`src/rtl/core/tcgw_pkg.sv`:
```
`timescale 1ns / 1ps
// ----------------------------------------------------------------------------
// tcgw_pkg
// Types, register codes and reset values shared by the glyph writer modules.
// ----------------------------------------------------------------------------
package tcgw_pkg;

  localparam int unsigned COORD_W     = 12;
  localparam int unsigned CODE_W      = 8;
  localparam int unsigned ROW_W       = 4;
  localparam int unsigned BITS_W      = 8;
  localparam int unsigned COLOR_W     = 24;
  localparam int unsigned ADDR_W      = 33;
  localparam int unsigned CFG_DATA_W  = 32;
  localparam int unsigned CFG_IDX_W   = 3;
  localparam int unsigned STORE_DEPTH = 4096;
  localparam int unsigned STORE_AW    = CODE_W + ROW_W;

  localparam int unsigned DEF_GLYPH_WIDTH  = 8;
  localparam int unsigned DEF_GLYPH_HEIGHT = 16;
  localparam int unsigned DEF_QUEUE_DEPTH  = 2;

  localparam logic [COORD_W-1:0] COORD_MAX  = '1;
  localparam logic [CODE_W-1:0]  SPACE_CODE = 8'h20;

  // Register indexes of the configuration port.
  localparam logic [CFG_IDX_W-1:0] CFG_FB_BASE       = 3'd0;
  localparam logic [CFG_IDX_W-1:0] CFG_ROW_PITCH     = 3'd1;
  localparam logic [CFG_IDX_W-1:0] CFG_BYTES_PER_PIX = 3'd2;
  localparam logic [CFG_IDX_W-1:0] CFG_SCREEN_WIDTH  = 3'd3;
  localparam logic [CFG_IDX_W-1:0] CFG_SCREEN_HEIGHT = 3'd4;
  localparam logic [CFG_IDX_W-1:0] CFG_FG_COLOR      = 3'd5;
  localparam logic [CFG_IDX_W-1:0] CFG_BG_COLOR      = 3'd6;

  typedef enum logic [1:0] {
    KIND_DRAW    = 2'd0,
    KIND_ERASE   = 2'd1,
    KIND_NEWLINE = 2'd2,
    KIND_LOAD    = 2'd3
  } kind_e;

  typedef enum logic {
    OP_DRAW = 1'b0,
    OP_LOAD = 1'b1
  } op_e;

  typedef struct packed {
    logic [31:0]        fb_base;
    logic [15:0]        row_pitch;
    logic [2:0]         bytes_per_pixel;
    logic [COORD_W-1:0] screen_width;
    logic [COORD_W-1:0] screen_height;
    logic [COLOR_W-1:0] fg_color;
    logic [COLOR_W-1:0] bg_color;
  } cfg_t;

  localparam cfg_t CFG_RESET = '{
    fb_base:         32'd0,
    row_pitch:       16'd3072,
    bytes_per_pixel: 3'd3,
    screen_width:    12'd1024,
    screen_height:   12'd768,
    fg_color:        24'hFFFFFF,
    bg_color:        24'h000000
  };

  // One queued command: a glyph to draw at a cell, or one font row to store.
  typedef struct packed {
    op_e                op;
    logic [COORD_W-1:0] x;
    logic [COORD_W-1:0] y;
    logic [CODE_W-1:0]  code;
    logic [ROW_W-1:0]   row;
    logic [BITS_W-1:0]  bits;
  } cmd_t;

endpackage

```
`src/rtl/core/tcgw_fifo.sv`:
```
`timescale 1ns / 1ps
// ----------------------------------------------------------------------------
// tcgw_fifo
// Short command queue between the front and the back.
// ----------------------------------------------------------------------------
module tcgw_fifo #(
  parameter int unsigned DEPTH = tcgw_pkg::DEF_QUEUE_DEPTH
) (
  input  logic           clk_i,
  input  logic           rst_ni,
  input  logic           push_i,
  input  tcgw_pkg::cmd_t data_i,
  input  logic           pop_i,
  output tcgw_pkg::cmd_t data_o,
  output logic           empty_o,
  output logic           full_o
);
  import tcgw_pkg::*;

  localparam int unsigned PTR_W = (DEPTH > 1) ? $clog2(DEPTH) : 1;
  localparam int unsigned CNT_W = $clog2(DEPTH + 1);
  localparam logic [PTR_W-1:0] LAST_PTR = PTR_W'(DEPTH - 1);

  cmd_t             entries_q [DEPTH];
  logic [PTR_W-1:0] wr_ptr_q, rd_ptr_q;
  logic [CNT_W-1:0] count_q;
  logic             do_push, do_pop;

  assign empty_o = (count_q == '0);
  assign full_o  = (count_q == CNT_W'(DEPTH));
  assign do_push = push_i && !full_o;
  assign do_pop  = pop_i && !empty_o;
  assign data_o  = entries_q[rd_ptr_q];

  always_ff @(posedge clk_i) begin
    if (do_push) begin
      entries_q[wr_ptr_q] <= data_i;
    end
  end

  always_ff @(posedge clk_i or negedge rst_ni) begin
    if (!rst_ni) begin
      wr_ptr_q <= '0;
      rd_ptr_q <= '0;
      count_q  <= '0;
    end else begin
      if (do_push) begin
        wr_ptr_q <= (wr_ptr_q == LAST_PTR) ? '0 : wr_ptr_q + PTR_W'(1);
      end
      if (do_pop) begin
        rd_ptr_q <= (rd_ptr_q == LAST_PTR) ? '0 : rd_ptr_q + PTR_W'(1);
      end
      if (do_push && !do_pop) begin
        count_q <= count_q + CNT_W'(1);
      end else if (do_pop && !do_push) begin
        count_q <= count_q - CNT_W'(1);
      end
    end
  end

  a_count_bound: assert property (@(posedge clk_i) disable iff (!rst_ni)
    count_q <= CNT_W'(DEPTH))
    else $error("queue count beyond depth");

  a_pop_nonempty: assert property (@(posedge clk_i) disable iff (!rst_ni)
    pop_i |-> !empty_o)
    else $error("pop from an empty queue");

endmodule

```
`config.mk`:
```
export PLATFORM = sky130hd
export DESIGN_NAME = tcgw_fifo
export DESIGN_NICKNAME = d
export VERILOG_FILES = /design/src/rtl/core/tcgw_pkg.sv /design/src/rtl/core/tcgw_fifo.sv
export SDC_FILE = /design/constraint.sdc
export NUM_CORES = 1
export LEC_CHECK = 0
export ABC_CLOCK_PERIOD_IN_PS = 3650
export BUFFER_PORTS_ARGS = -buffer_cell sky130_fd_sc_hd__buf_2
export CORE_MARGIN = 5
export CORE_UTILIZATION = 52
export CTS_CLUSTER_SIZE = 28
export DETAILED_ROUTE_END_ITERATION = 8
export PLACE_DENSITY = 0.85
export SETUP_SLACK_MARGIN = 0.3
export SLEW_MARGIN = 0
export SYNTH_ARGS = -nofsm -noshare
export SYNTH_HDL_FRONTEND = slang
export SYNTH_SLANG_ARGS = --single-unit
```
`constraint.sdc`:
```
create_clock -name clk_i -period 3.65 [get_ports clk_i]
set_input_delay 0.5475 -clock clk_i [delete_from_list [all_inputs] [get_ports clk_i]]
set_output_delay 0.5475 -clock clk_i [all_outputs]
set_load 0.1 [all_outputs]
```
## After elaboration in Yosys (flattened, before gate mapping)

Memory sizes are Yosys's and may differ from the RTL's.
Index checks and enable logic that the tools add are counted.

| operators by class | value |
|---|---|
| multipliers | 0 |
| add/subtract/negate cells | 4 |
| mux-type cells | 6 |
| bitwise operators | 0 |
| eq/ne operators | 1 |
| shift-type cells | 0 |
| reduce and logical (&&, ||, !) cells | 10 |
| divide/modulo/power cells | 0 |
| $lt $le $gt $ge | 0 |

Operators by type and width:

| operator | count |
|---|---|
| $logic_and 1x1->1 | 4 |
| $logic_not 1->1 | 4 |
| $mux 1 | 4 |
| $mux 2 | 2 |
| $add 1x1->1 const B | 2 |
| $add 2x1->2 const B | 1 |
| $eq 2x2->1 const B | 1 |
| $logic_not 2->1 | 1 |
| $reduce_bool 2->1 | 1 |
| $sub 2x1->2 const B | 1 |

| storage, ports and cells | value |
|---|---|
| memory bits (writable) | 90 |
| word-level logic and storage cells | 25 |
| input port bits | 49 |
| bits in read-only memories | 0 |
| output and inout port bits | 47 |
| latch bits | 0 |
| memories | 1 |
| register bits | 4 |

Memory list:

| memory | depth | width | rd ports | clocked after Yosys merged registers in | write ports | RTL line | RTL |
|---|---|---|---|---|---|---|---|
| entries_q | 2 | 45 | 1 | 0 | 1 | tcgw_fifo.sv:24 | `cmd_t entries_q [DEPTH];` |

## Longest topological paths before layout

| depth | value |
|---|---|
| word-level depth | 7 |
| gate-level depth with buffers | 7 |
| depth with buffers taken out | 7 |

## Least setup slack after synthesis

No wires, ideal clock.

| timing path | value |
|---|---|
| path type | register -> register |
| from | register count_q[0] |
| to | memory entries_q[0][0] in the netlist's numbering (enable) |
| buffers on the path | 0 |
| slack | 0.662 ns |
| data required time | 3.203 ns |
| arrival | 2.541 ns |
| library setup time | 0.447 ns |
| cell stages (with the launch flop) | 4 |
| cell sequence | dfrtp_1 -> nand2b_1 -> nand2_1 -> nor2_1 |

| on the way | value |
|---|---|
| longest elaborated chain between the ends | 5 |

Ends and longest elaborated chain:

| what | RTL line | RTL |
|---|---|---|
| start, declared | tcgw_fifo.sv:26 | `logic [CNT_W-1:0] count_q;` |
| start signal, assigned | tcgw_fifo.sv:54 | `count_q <= count_q + CNT_W'(1);` |
| start signal, assigned | tcgw_fifo.sv:56 | `count_q <= count_q - CNT_W'(1);` |
| $eq 2x2->1 | tcgw_fifo.sv:30 | `assign full_o = (count_q == CNT_W'(DEPTH));` |
| $logic_not 1->1 | tcgw_fifo.sv:31 | `assign do_push = push_i && !full_o;` |
| $logic_and 1x1->1 | tcgw_fifo.sv:31 |  |
| $mux 1 | tcgw_fifo.sv:36 | `if (do_push) begin` |
| $mux 1 (not written as such) | tcgw_fifo.sv:37 | `entries_q[wr_ptr_q] <= data_i;` |
| end, declared | tcgw_fifo.sv:24 |  |

No other way between the ends.

==> impl_metrics.csv <==
group,metric,value,unit
outcome,outcome,"complete, no violations",
placed_design,hpwl,4160,um
worst_setup_path,setup.worst_path.end_class,"primary output",
sta,clock_skew,5.51,ps
clock_tree,cts_num_sinks,94,
floorplanning,io_pins,96,
cells_and_area,num-nets-final,313,
clock_tree,cts_resized,0,
job,drv_cap,0,
placed_design,place.gp.congestion,0.670,
global_route,grt_pass1_wl,9320,um
clock_tree,postCtsSetupBuffers,0,
global_route,grt_max_degree,46,
floorplanning,die_w,93.7,um
synthesis,yosysTopAreaCell,"edfxtp_1",
floorplanning,rows,30,
floorplanning,dieArea,0.00878,mm^2
synthesis,ys_seq_area_share,76.9,%
sta,period_needed,2680,ps
min_path,hold_class,"in2reg",
drt,totalWireLength,5960,um
cells_and_area,n_antenna_cell,0,
cells_and_area,multi_input_area,751,um^2
sta,drv_slew,0,
cells_and_area,final-seq-area,0.00280,mm^2
floorplanning,core-area,0.00679,mm^2
clock_tree,cts_buffers,9,
cells_and_area,final_common_cell,"buf_2",
cells_and_area,nFillCells,481,
drt,drt-pass1-iter-count,2,
synthesis,ys_types,15,
sta,maxSlewHeadroom,29.3,%
synthesis,syn_area,0.00364,mm^2
clock_tree,cts_htree_levels,3,
worst_setup_path,critical-path-slowest-cell,"dfrtp_2",
floorplanning,die_h,93.7,um
sta,fmax,374,MHz
cells_and_area,layout-drive-gt1-share,60.1,%
synthesis,syn_inst,159,
worst_setup_path,critPathMaxFanout,26,
synthesis,syn_nets,209,
global_route,grt_overflow,0,
sta,setup_tns,0,ps
drt,routedWlPerCell,16.4,um
sta,fin_crit_sh,73.3,%
cells_and_area,mostFrequentLayoutCells,"buf_2 (95), edfxtp_1 (90), mux2_4 (39)",
worst_setup_path,path_cells,"buf_12 -> mux2_2 -> buf_2",
clock_tree,cts-root-buf,"clkbuf_8",
placed_design,io_buffers,95,
worst_setup_path,cp-start-kind,"flop",
synthesis,synth_top_area_share,74.2,%
sta,rsz0062_at_grt,"false",
synthesis,yosys_warnings,0,
drt,route.detailed.drc,0,
worst_setup_path,critPathBufInv,2,
floorplanning,start_util,53.6,%
worst_setup_path,critPathKind,"reg2out",
global_route,antenna_found_initial,0,
clock_tree,clk_latency,360,ps
drt,vias_per_cell,4.70,
clock_tree,cts_tree,"built",
synthesis,synth_area_leaders,"edfxtp_1 (74%), mux2_4 (16%), dfrtp_1 (2.7%)",
drt,dr_total_vias,1710,
worst_setup_path,crit_family,"flip-flops",
worst_setup_path,slowest_delay,790,ps
global_route,grt_pass1_vias,1881,
sta,setup_violations,0,
synthesis,synth_seq_cells,94,
drt,ant_nets,0,
synthesis,postSynthAreaPerCell,22.9,um^2
global_route,grt_usage,14.4,%
drt,drt_iter0_drc,65,
sta,hold_viol,0,
sta,tightest_slew,1060,ps
worst_setup_path,crit_arrival,2130,ps
clock_tree,clkSlewWorstSetupHoldPaths,90,ps
cells_and_area,areaGrowthSynthToFinish,19.9,%
worst_setup_path,cp.required,3100,ps
clock_tree,clock_path_buffers,2,
[flip-flops by register name (all words and copies together), names as in the netlist]
signal     cells
rd_ptr_q       1
count_q        2
entries_q     90
wr_ptr_q       1
[per-stage QoR]
step	hold WS [ps]	instance area [um^2]	setup WS, ps	cells	utilization, %
global route	345	4370	877	364	64.3
detailed placement	363	4190	1340	347	61.6
finish	372	4370	973	364	64.3
global placement	362	4190	1350	347	61.6
floorplan	252	3640	662	159	-
CTS	361	4370	943	364	64.3
[what timing repair did]
action | CTS | global route
endpoints found under the hold margin | 4 | 0
hold buffers | 1 | 0
setup endpoints to repair | 0 | 0
[path summary, 6_finish.rpt]
path                                   startpoint                         end  slack [ps]  cells past startpoint
min                                    data_i[14]  entries_q[0][14]$_DFFE_PP_         370                      1
max                          rd_ptr_q$_DFFE_PN0P_                  data_o[24]         970                      3
max in group asynchronous                  rst_ni        rd_ptr_q$_DFFE_PN0P_        3000                      2
min reg2reg                count_q[1]$_DFFE_PN0P_      count_q[1]$_DFFE_PN0P_         530                      1
min in group asynchronous                  rst_ni      count_q[0]$_DFFE_PN0P_         520                      2
max reg2reg                count_q[0]$_DFFE_PN0P_  entries_q[0][28]$_DFFE_PP_        1610                      4
[cell usage after synthesis, drive strengths merged]
cell type and instances:
inv 2, buf 5, nor2 3, and3 1, mux2 45, ha 1, xor2 2, o21ai 1
nand2 1, edfxtp 90, nand2b 1, dfrtp 4, xnor2 3
[cell type report]
cell class,count,share of cell area (%)
multi-input combinational,58,17.2
sequential,94,64.2
tap,96,2.75
timing repair buffer,98,11.7
inverter,2,0.172
clock inverter,7,1.12
clock buffer,9,2.84
[cell families after synthesis]
family          share of synthesized area (%)
buf+inv                                  2.71
compound gates                          0.137
simple gates                            0.756
fa+ha+maj                               0.343
mux                                      17.9
xor+xnor                                 1.20
flops                                    76.9
[layer usage]
metal / GRT usage, % / part of all wire [%] / vias to the layer above
li1: - / - / 828
met1: 16.0 / 39 / 820
met2: 25.3 / 53 / 53
met3: 5.29 / 6.6 / 9
met4: 5.05 / 1.4 / 0
met5: 0 / 0 / -
Power is left out: the tool's default activity adds up to more than one toggle a clock period on the data nets, which glitch-free logic cannot reach.
