File: src/rtl/core/tcgw_pkg.sv
`timescale 1ns / 1ps
// ----------------------------------------------------------------------------
// tcgw_pkg
// Types, register codes and reset values shared by the glyph writer modules.
// ----------------------------------------------------------------------------
package tcgw_pkg;

  localparam int unsigned COORD_W     = 12;
  localparam int unsigned CODE_W      = 8;
  localparam int unsigned ROW_W       = 4;
  localparam int unsigned BITS_W      = 8;
  localparam int unsigned COLOR_W     = 24;
  localparam int unsigned ADDR_W      = 33;
  localparam int unsigned CFG_DATA_W  = 32;
  localparam int unsigned CFG_IDX_W   = 3;
  localparam int unsigned STORE_DEPTH = 4096;
  localparam int unsigned STORE_AW    = CODE_W + ROW_W;

  localparam int unsigned DEF_GLYPH_WIDTH  = 8;
  localparam int unsigned DEF_GLYPH_HEIGHT = 16;
  localparam int unsigned DEF_QUEUE_DEPTH  = 2;

  localparam logic [COORD_W-1:0] COORD_MAX  = '1;
  localparam logic [CODE_W-1:0]  SPACE_CODE = 8'h20;

  // Register indexes of the configuration port.
  localparam logic [CFG_IDX_W-1:0] CFG_FB_BASE       = 3'd0;
  localparam logic [CFG_IDX_W-1:0] CFG_ROW_PITCH     = 3'd1;
  localparam logic [CFG_IDX_W-1:0] CFG_BYTES_PER_PIX = 3'd2;
  localparam logic [CFG_IDX_W-1:0] CFG_SCREEN_WIDTH  = 3'd3;
  localparam logic [CFG_IDX_W-1:0] CFG_SCREEN_HEIGHT = 3'd4;
  localparam logic [CFG_IDX_W-1:0] CFG_FG_COLOR      = 3'd5;
  localparam logic [CFG_IDX_W-1:0] CFG_BG_COLOR      = 3'd6;

  typedef enum logic [1:0] {
    KIND_DRAW    = 2'd0,
    KIND_ERASE   = 2'd1,
    KIND_NEWLINE = 2'd2,
    KIND_LOAD    = 2'd3
  } kind_e;

  typedef enum logic {
    OP_DRAW = 1'b0,
    OP_LOAD = 1'b1
  } op_e;

  typedef struct packed {
    logic [31:0]        fb_base;
    logic [15:0]        row_pitch;
    logic [2:0]         bytes_per_pixel;
    logic [COORD_W-1:0] screen_width;
    logic [COORD_W-1:0] screen_height;
    logic [COLOR_W-1:0] fg_color;
    logic [COLOR_W-1:0] bg_color;
  } cfg_t;

  localparam cfg_t CFG_RESET = '{
    fb_base:         32'd0,
    row_pitch:       16'd3072,
    bytes_per_pixel: 3'd3,
    screen_width:    12'd1024,
    screen_height:   12'd768,
    fg_color:        24'hFFFFFF,
    bg_color:        24'h000000
  };

  // One queued command: a glyph to draw at a cell, or one font row to store.
  typedef struct packed {
    op_e                op;
    logic [COORD_W-1:0] x;
    logic [COORD_W-1:0] y;
    logic [CODE_W-1:0]  code;
    logic [ROW_W-1:0]   row;
    logic [BITS_W-1:0]  bits;
  } cmd_t;

endpackage

File: src/rtl/core/tcgw_in_if.sv
`timescale 1ns / 1ps
// ----------------------------------------------------------------------------
// tcgw_in_if
// Input channel: console items with valid/ready handshake.
// ----------------------------------------------------------------------------
interface tcgw_in_if;
  logic       valid;
  logic       ready;
  logic [1:0] kind;
  logic [7:0] char_code;
  logic [3:0] font_row;
  logic [7:0] font_bits;

  modport source (output valid, output kind, output char_code, output font_row,
                  output font_bits, input ready);
  modport sink (input valid, input kind, input char_code, input font_row,
                input font_bits, output ready);
endinterface

File: src/rtl/core/tcgw_front.sv
`timescale 1ns / 1ps
// ----------------------------------------------------------------------------
// tcgw_front
// Accepts console items, keeps the text cursor and queues draw and load work.
// ----------------------------------------------------------------------------
module tcgw_front #(
  parameter int unsigned GLYPH_WIDTH  = tcgw_pkg::DEF_GLYPH_WIDTH,
  parameter int unsigned GLYPH_HEIGHT = tcgw_pkg::DEF_GLYPH_HEIGHT
) (
  input  logic             clk_i,
  input  logic             rst_ni,
  input  tcgw_pkg::cfg_t   cfg_i,
  tcgw_in_if.sink          in_ch,
  input  logic             full_i,
  output logic             push_o,
  output tcgw_pkg::cmd_t   cmd_o
);
  import tcgw_pkg::*;

  localparam logic [COORD_W:0] GW = (COORD_W+1)'(GLYPH_WIDTH);
  localparam logic [COORD_W:0] GH = (COORD_W+1)'(GLYPH_HEIGHT);

  logic [COORD_W-1:0] cursor_x_q, cursor_x_d;
  logic [COORD_W-1:0] cursor_y_q, cursor_y_d;

  logic               accept;
  logic               at_origin;
  logic [COORD_W-1:0] sx, sy;
  logic [COORD_W-1:0] dx, dy;
  logic               wrap;

  function automatic logic [COORD_W-1:0] move_down(input logic [COORD_W-1:0] y);
    logic [COORD_W:0] n;
    n = {1'b0, y} + GH;
    return (n > {1'b0, COORD_MAX}) ? COORD_MAX : n[COORD_W-1:0];
  endfunction

  assign in_ch.ready = !full_i;
  assign accept      = in_ch.valid && !full_i;
  assign at_origin   = (cursor_x_q == '0) && (cursor_y_q == '0);

  // Start cell of the glyph: the cursor for a draw, one cell back for an erase.
  always_comb begin
    sx = cursor_x_q;
    sy = cursor_y_q;
    if (in_ch.kind == KIND_ERASE) begin
      if (cursor_x_q == '0) begin
        sy = ({1'b0, cursor_y_q} > GH) ? COORD_W'({1'b0, cursor_y_q} - GH) : '0;
        sx = ({1'b0, cfg_i.screen_width} > GW)
           ? COORD_W'({1'b0, cfg_i.screen_width} - GW) : '0;
      end else begin
        sx = ({1'b0, cursor_x_q} > GW) ? COORD_W'({1'b0, cursor_x_q} - GW) : '0;
      end
    end
  end

  assign wrap = ({1'b0, sx} + GW - (COORD_W+1)'(1)) >= {1'b0, cfg_i.screen_width};
  assign dx   = wrap ? '0 : sx;
  assign dy   = wrap ? move_down(sy) : sy;

  always_comb begin
    cursor_x_d = cursor_x_q;
    cursor_y_d = cursor_y_q;
    push_o     = 1'b0;
    cmd_o      = '{op: OP_DRAW, x: dx, y: dy, code: in_ch.char_code,
                   row: in_ch.font_row, bits: in_ch.font_bits};
    if (accept) begin
      case (in_ch.kind)
        KIND_DRAW: begin
          push_o     = 1'b1;
          cursor_x_d = COORD_W'({1'b0, dx} + GW);
          cursor_y_d = dy;
        end
        KIND_ERASE: begin
          if (!at_origin) begin
            push_o     = 1'b1;
            cmd_o.code = SPACE_CODE;
            cursor_x_d = dx;
            cursor_y_d = dy;
          end
        end
        KIND_NEWLINE: begin
          cursor_x_d = '0;
          cursor_y_d = move_down(cursor_y_q);
        end
        KIND_LOAD: begin
          push_o   = 1'b1;
          cmd_o.op = OP_LOAD;
        end
        default: begin
          push_o = 1'b0;
        end
      endcase
    end
  end

  always_ff @(posedge clk_i or negedge rst_ni) begin
    if (!rst_ni) begin
      cursor_x_q <= '0;
      cursor_y_q <= '0;
    end else begin
      cursor_x_q <= cursor_x_d;
      cursor_y_q <= cursor_y_d;
    end
  end

  // A drawn glyph always leaves the cursor one cell right of where it went.
  a_draw_advance: assert property (@(posedge clk_i) disable iff (!rst_ni)
    accept && (in_ch.kind == KIND_DRAW)
    |=> cursor_x_q == COORD_W'({1'b0, $past(dx)} + GW))
    else $error("cursor did not advance after a draw");

  // Nothing is queued while the queue is full.
  a_no_push_full: assert property (@(posedge clk_i) disable iff (!rst_ni)
    full_i |-> !push_o)
    else $error("push into a full queue");

endmodule

File: src/flat_wrapper.sv
// flat-port wrapper written by rule: the top's interface ports become plain ports
module tcgw_front_flat import tcgw_pkg::*;
#(
  parameter int unsigned GLYPH_WIDTH  = tcgw_pkg::DEF_GLYPH_WIDTH,
  parameter int unsigned GLYPH_HEIGHT = tcgw_pkg::DEF_GLYPH_HEIGHT
)
  (clk_i, rst_ni, cfg_i, full_i, push_o, cmd_o, in_ch_valid, in_ch_kind, in_ch_char_code, in_ch_font_row, in_ch_font_bits, in_ch_ready);
  tcgw_in_if in_ch_i ();
  input  logic clk_i;
  input  logic rst_ni;
  input  tcgw_pkg::cfg_t cfg_i;
  input  logic full_i;
  output logic push_o;
  output tcgw_pkg::cmd_t cmd_o;
  input wire logic [$bits(in_ch_i.valid)-1:0] in_ch_valid;
  input wire logic [$bits(in_ch_i.kind)-1:0] in_ch_kind;
  input wire logic [$bits(in_ch_i.char_code)-1:0] in_ch_char_code;
  input wire logic [$bits(in_ch_i.font_row)-1:0] in_ch_font_row;
  input wire logic [$bits(in_ch_i.font_bits)-1:0] in_ch_font_bits;
  output wire logic [$bits(in_ch_i.ready)-1:0] in_ch_ready;
  assign in_ch_i.valid = in_ch_valid;
  assign in_ch_i.kind = in_ch_kind;
  assign in_ch_i.char_code = in_ch_char_code;
  assign in_ch_i.font_row = in_ch_font_row;
  assign in_ch_i.font_bits = in_ch_font_bits;
  assign in_ch_ready = in_ch_i.ready;
  tcgw_front #(.GLYPH_WIDTH(GLYPH_WIDTH), .GLYPH_HEIGHT(GLYPH_HEIGHT)) u_core (.clk_i(clk_i), .rst_ni(rst_ni), .cfg_i(cfg_i), .in_ch(in_ch_i), .full_i(full_i), .push_o(push_o), .cmd_o(cmd_o));
endmodule
File: config.mk
export PLATFORM = sky130hd
export DESIGN_NAME = tcgw_front_flat
export DESIGN_NICKNAME = d
export VERILOG_FILES = /design/src/rtl/core/tcgw_pkg.sv /design/src/rtl/core/tcgw_in_if.sv /design/src/rtl/core/tcgw_front.sv /design/src/flat_wrapper.sv
export SDC_FILE = /design/constraint.sdc
export NUM_CORES = 1
export LEC_CHECK = 0
export ABC_CLOCK_PERIOD_IN_PS = 9300
export BUFFER_PORTS_ARGS = -buffer_cell sky130_fd_sc_hd__buf_2
export CAP_MARGIN = 5
export CORE_UTILIZATION = 50
export DETAILED_ROUTE_END_ITERATION = 8
export PLACE_DENSITY = 0.89
export SLEW_MARGIN = 10
export SYNTH_ARGS = -nofsm -noshare
export SYNTH_HDL_FRONTEND = slang
export SYNTH_SLANG_ARGS = --single-unit
File: constraint.sdc
create_clock -name clk_i -period 9.3 [get_ports clk_i]
set_input_delay 1.395 -clock clk_i [delete_from_list [all_inputs] [get_ports clk_i]]
set_output_delay 1.395 -clock clk_i [all_outputs]
set_load 0.02 [all_outputs]
# After elaboration in Yosys (flattened, before gate mapping)

Cells that the tools add are included.
W data, S select, Z words.

Register bits: 24
Output and inout port bits: 47

Add/sub/neg operators: 8
Magnitude comparators: 6
Equality and inequality tests: 4
Muxes and demuxes: 23
Reduce and logical (&&, ||, !) cells: 9

Operator list:

| cell                    | count |
|---|---|
| $mux W12                | 13 |
| $pmux W12 S3            | 2 |
| $add A12 B5 Y13 const B | 2 |
| $gt A13 B12 Y1 const B  | 2 |
| $gt A12 B4 Y1 const B   | 2 |
| $logic_not A12 Y1       | 2 |
| $mux W8                 | 3 |
| $sub A12 B4 Y12 const B | 2 |
| $add A12 B4 Y13 const B | 1 |
| $ge A13 B12 Y1          | 1 |
| $sub A13 B1 Y13 const B | 1 |
| $add A12 B4 Y12 const B | 1 |
| $gt A12 B5 Y1 const B   | 1 |
| $sub A12 B5 Y12 const B | 1 |
| $eq A2 B2 Y1 const B    | 2 |
| $mux W1                 | 4 |
| $reduce_and A3 Y1       | 1 |
| $reduce_bool A3 Y1      | 1 |
| $eq A2 B1 Y1 const B    | 1 |
| $logic_and A1 B1 Y1     | 2 |
| $logic_not A2 Y1        | 1 |
| $ne A2 B2 Y1 const B    | 1 |
| $pmux W1 S2             | 1 |
| $reduce_or A2 Y1        | 1 |
| $logic_not A1 Y1        | 1 |

# Logic depth before layout (Yosys ltp)

Depth in word-level cells: 10
Depth in mapped cells: 26
Mapped depth without buffers: 24

# Least setup slack after synthesis

Ideal clock, no wire load.

Kind: input port to output port
From: input port in_ch_kind[1]
To: output port cmd_o[35] (netlist name)
Arrival time: 6.064 ns
Data required time: 7.905 ns
Setup slack: 1.841 ns
Stages: 19
Cells stage by stage: inv_1 > ha_1 > clkinv_1 > or3_1 > or4_4 > a211oi_4 > nand2_1 > nor3_1 > nand2_1 > xnor2_1 > ha_1 > a211o_1 > or4b_2 > o221ai_1 > o21ba_2 > buf_1 > nand2_1 > buf_2 > nor2_1

RTL lines:

| element         | RTL line           | text |
|---|---|---|
| start, declared | flat_wrapper.sv:16 | `input wire logic [$bits(in_ch_i.kind)-1:0] in_ch_kind;` |
| end, declared   | flat_wrapper.sv:14 | `output tcgw_pkg::cmd_t cmd_o;` |

==> flow_summary.ini <==
[sta]
fin_crit_ps = 8120
tns_ps = 0
final-setup-viol-count = 0
hold_violations = 0
fmax_ghz = 0.123
skew_ps = 4.02
max_slew_margin = 0.233
slew_violations = 0
finalCritPeriodShare = 0.873
worst_pin_slew_ps = 1150
setup_slack_ps = 1180
rsz0062_at_grt = false

[place]
io_buffers = 60
dpl.hpwl_mm = 8.24
place.gp.congestion = 0.982
place_ws_ps = 1240

[final_layout]
syn_to_final_growth_pct = 8.59
final_nets = 693
num-fill-cells = 648
diodes = 0
drive_above_1_share = 0.179

[cts]
cts_root_buf = clkbuf_8
ctsHoldBuffers = 0
insertion_delay_ps = 270
post_cts.resized_instances = 0
cts_max_path_buffers = 2
htree_levels = 1
clock_sinks = 24
cts_tree = built
cts_buffers = 3
postCtsSetupRepairBufs = 0
clk_pin_slew_worst_paths_ps = 90

[die]
start_util = 0.521
fp.dieW_um = 86.3
dieArea_sq_um = 7450
coreArea_sq_um = 6830
ioPinCount = 196
row_count = 30
die_h_um = 86.3

[logic_synthesis]
synth_most_common_cell = nand2_1
synth_top_cell_area_share = 0.169
yosys_most_used_dff = dfrtp_1
syn_nets = 660
synth_cells = 483
yosys_warnings = 0
synth.distinct_cells = 83
yosysSeqAreaShare = 0.169
avgSynthCellArea_sq_um = 7.36
synth_area_leaders = dfrtp_1 (17%), ha_1 (9.9%), xnor2_1 (4.9%)
synth_seq_cells = 24
ys_async_sr_fraction = 1.00
synth_edf_count = 0
synthTopCellsByCount = nand2_1 (46), nor2_1 (43), inv_1 (31), o21ai_0 (31), ha_1 (28)
syn-cell-area_sq_um = 3560
yosysTopAreaCell = dfrtp_1

[critical_path]
slowest_stage = or4b_2
crit_chain = buf_2, inv_1, ha_1, clkinv_1, or3_1, or4_4, a211oi_4, nand2_1, nor3_1, nand2_1, xnor2_1, ha_1, a211o_1, or4b_2, o221ai_1, o21ba_2, nand2_1, mux2_2, buf_2
path_class = in2out
worst_path_most_repeated_cell = nand2_1
crit_path_max_incr_delay_ps = 610
crit_arrival_ps = 6720
cp_max_fo = 14
end_kind = output pin
crit_path_start_kind = input pin
critPathRequiredTime_ps = 7910

[routing]
routed_via_density = 6.52
wl_per_cell_um = 17.8
routed_wl_mm = 10.9
ant_nets = 0
dr.pass1.iters = 6
vias = 3982
drc = 0
drtIter0Drc = 519

[power]
leakagePower_nw = 1.72
p_per_area_nw_per_um2 = 354
vdd_ir_drop_max_v = 0.000228

[grt]
grt_overflow = 0
antenna_found_initial = 0
grt_pass1_vias = 3619
grt_max_degree = 36
grt_pass1_wl_mm = 17.3
grt_use_total = 0.289

[hold_path]
min_path_type = reg2reg

[outcome]
outcome = finished clean

[run]
cap_violations = 0
==> flip-flops by register name, summed over array words and instances (netlist names) <==
name,flops
u_core.cursor_y_q,12
u_core.cursor_x_q,12
==> kinds of logic (layout without fill, tap and decap cells) <==
group | count (synthesis) | after routing | synth area share
AO/OA/AOI/OAI | 134 | 134 | 0.261
XOR/XNOR | 25 | 25 | 0.0616
adder cells (fa/ha/maj) | 28 | 28 | 0.0985
buffers and inverters | 66 | 98 | 0.0859
flip-flops | 24 | 24 | 0.169
multiplexers | 8 | 8 | 0.0250
AND/OR/NAND/NOR | 198 | 198 | 0.299
==> through the flow <==
stage	hold slack (ps)	std cells	instance area, sq um	util	total power (W)
floorplan	490	483	3560	-	0.00100
global placement	516	607	3810	0.557	0.00122
detailed placement	519	607	3810	0.557	0.00126
CTS	543	611	3860	0.565	0.00134
global route	591	611	3860	0.565	0.00147
finish	542	611	3860	0.565	0.00137
==> worst paths after layout <==
path,from,end,slack (ps),cells after the start
worst max-delay path,in_ch_kind[1],cmd_o[25],1180,19
worst min-delay path,u_core.cursor_y_q[1]$_DFFE_PN0P_,u_core.cursor_y_q[1]$_DFFE_PN0P_,540,2
worst max register to register,u_core.cursor_x_q[6]$_DFFE_PN0P_,u_core.cursor_x_q[11]$_DFFE_PN0P_,2280,21
worst min register to register,u_core.cursor_y_q[1]$_DFFE_PN0P_,u_core.cursor_y_q[1]$_DFFE_PN0P_,540,2
max in group asynchronous,rst_ni,u_core.cursor_x_q[6]$_DFFE_PN0P_,7830,1
min in group asynchronous,rst_ni,u_core.cursor_y_q[11]$_DFFE_PN0P_,1100,1
==> power by group <==
part            total, W  leakage [nW]  switching [W]  internal (W)
Sequential      0.000230         0.286      0.0000876      0.000143
Combinational    0.00107          1.41       0.000670      0.000395
Clock          0.0000732        0.0288      0.0000353     0.0000379
Total            0.00137          1.72       0.000793      0.000576
==> cell usage in the layout, fill, tap and decap left out, drive strengths merged, types with 3 or more instances in the layout <==
cell type,n
or4,6
inv,31
nand3,19
dfrtp,24
or3,12
mux2i,4
xor2,5
nor3,12
xnor2,20
o31ai,8
o21a,5
a31oi,10
nand2b,3
or2,4
mux2,4
nor2,43
nand4,10
ha,28
clkbuf,4
o21ai,36
a211oi,6
a22oi,6
and2,9
and3,9
nand2,46
nor4,11
a21o,6
o31a,8
buf,62
a21oi,23
==> per-layer routing <==
metal	GRT usage	part of all wire	up-vias	wire, um
met3	0.0695	0.12	40	1270
met5	0	0	-	0
met4	0.0742	0.028	0	304
met2	0.462	0.45	300	4850
li1	-	-	1830	-
met1	0.391	0.41	1812	4440
==> final cells by class <==
type,count,area [sq um],share of cell area
clock buffer,4,55.1,0.0143
tap,96,120,0.0311
timing repair buffer,62,315,0.0817
inverter,32,120,0.0311
sequential,24,601,0.156
multi-input combinational,393,2650,0.686
==> worst max-delay path, delay by kind of cell <==
family	cells	cell delay (ps)
simple gates	7	2440
compound gates	4	1190
buf+inv	4	630
fa+ha+maj	2	480
mux	1	410
xor+xnor	1	150
Power figures use the tool's default switching activity.
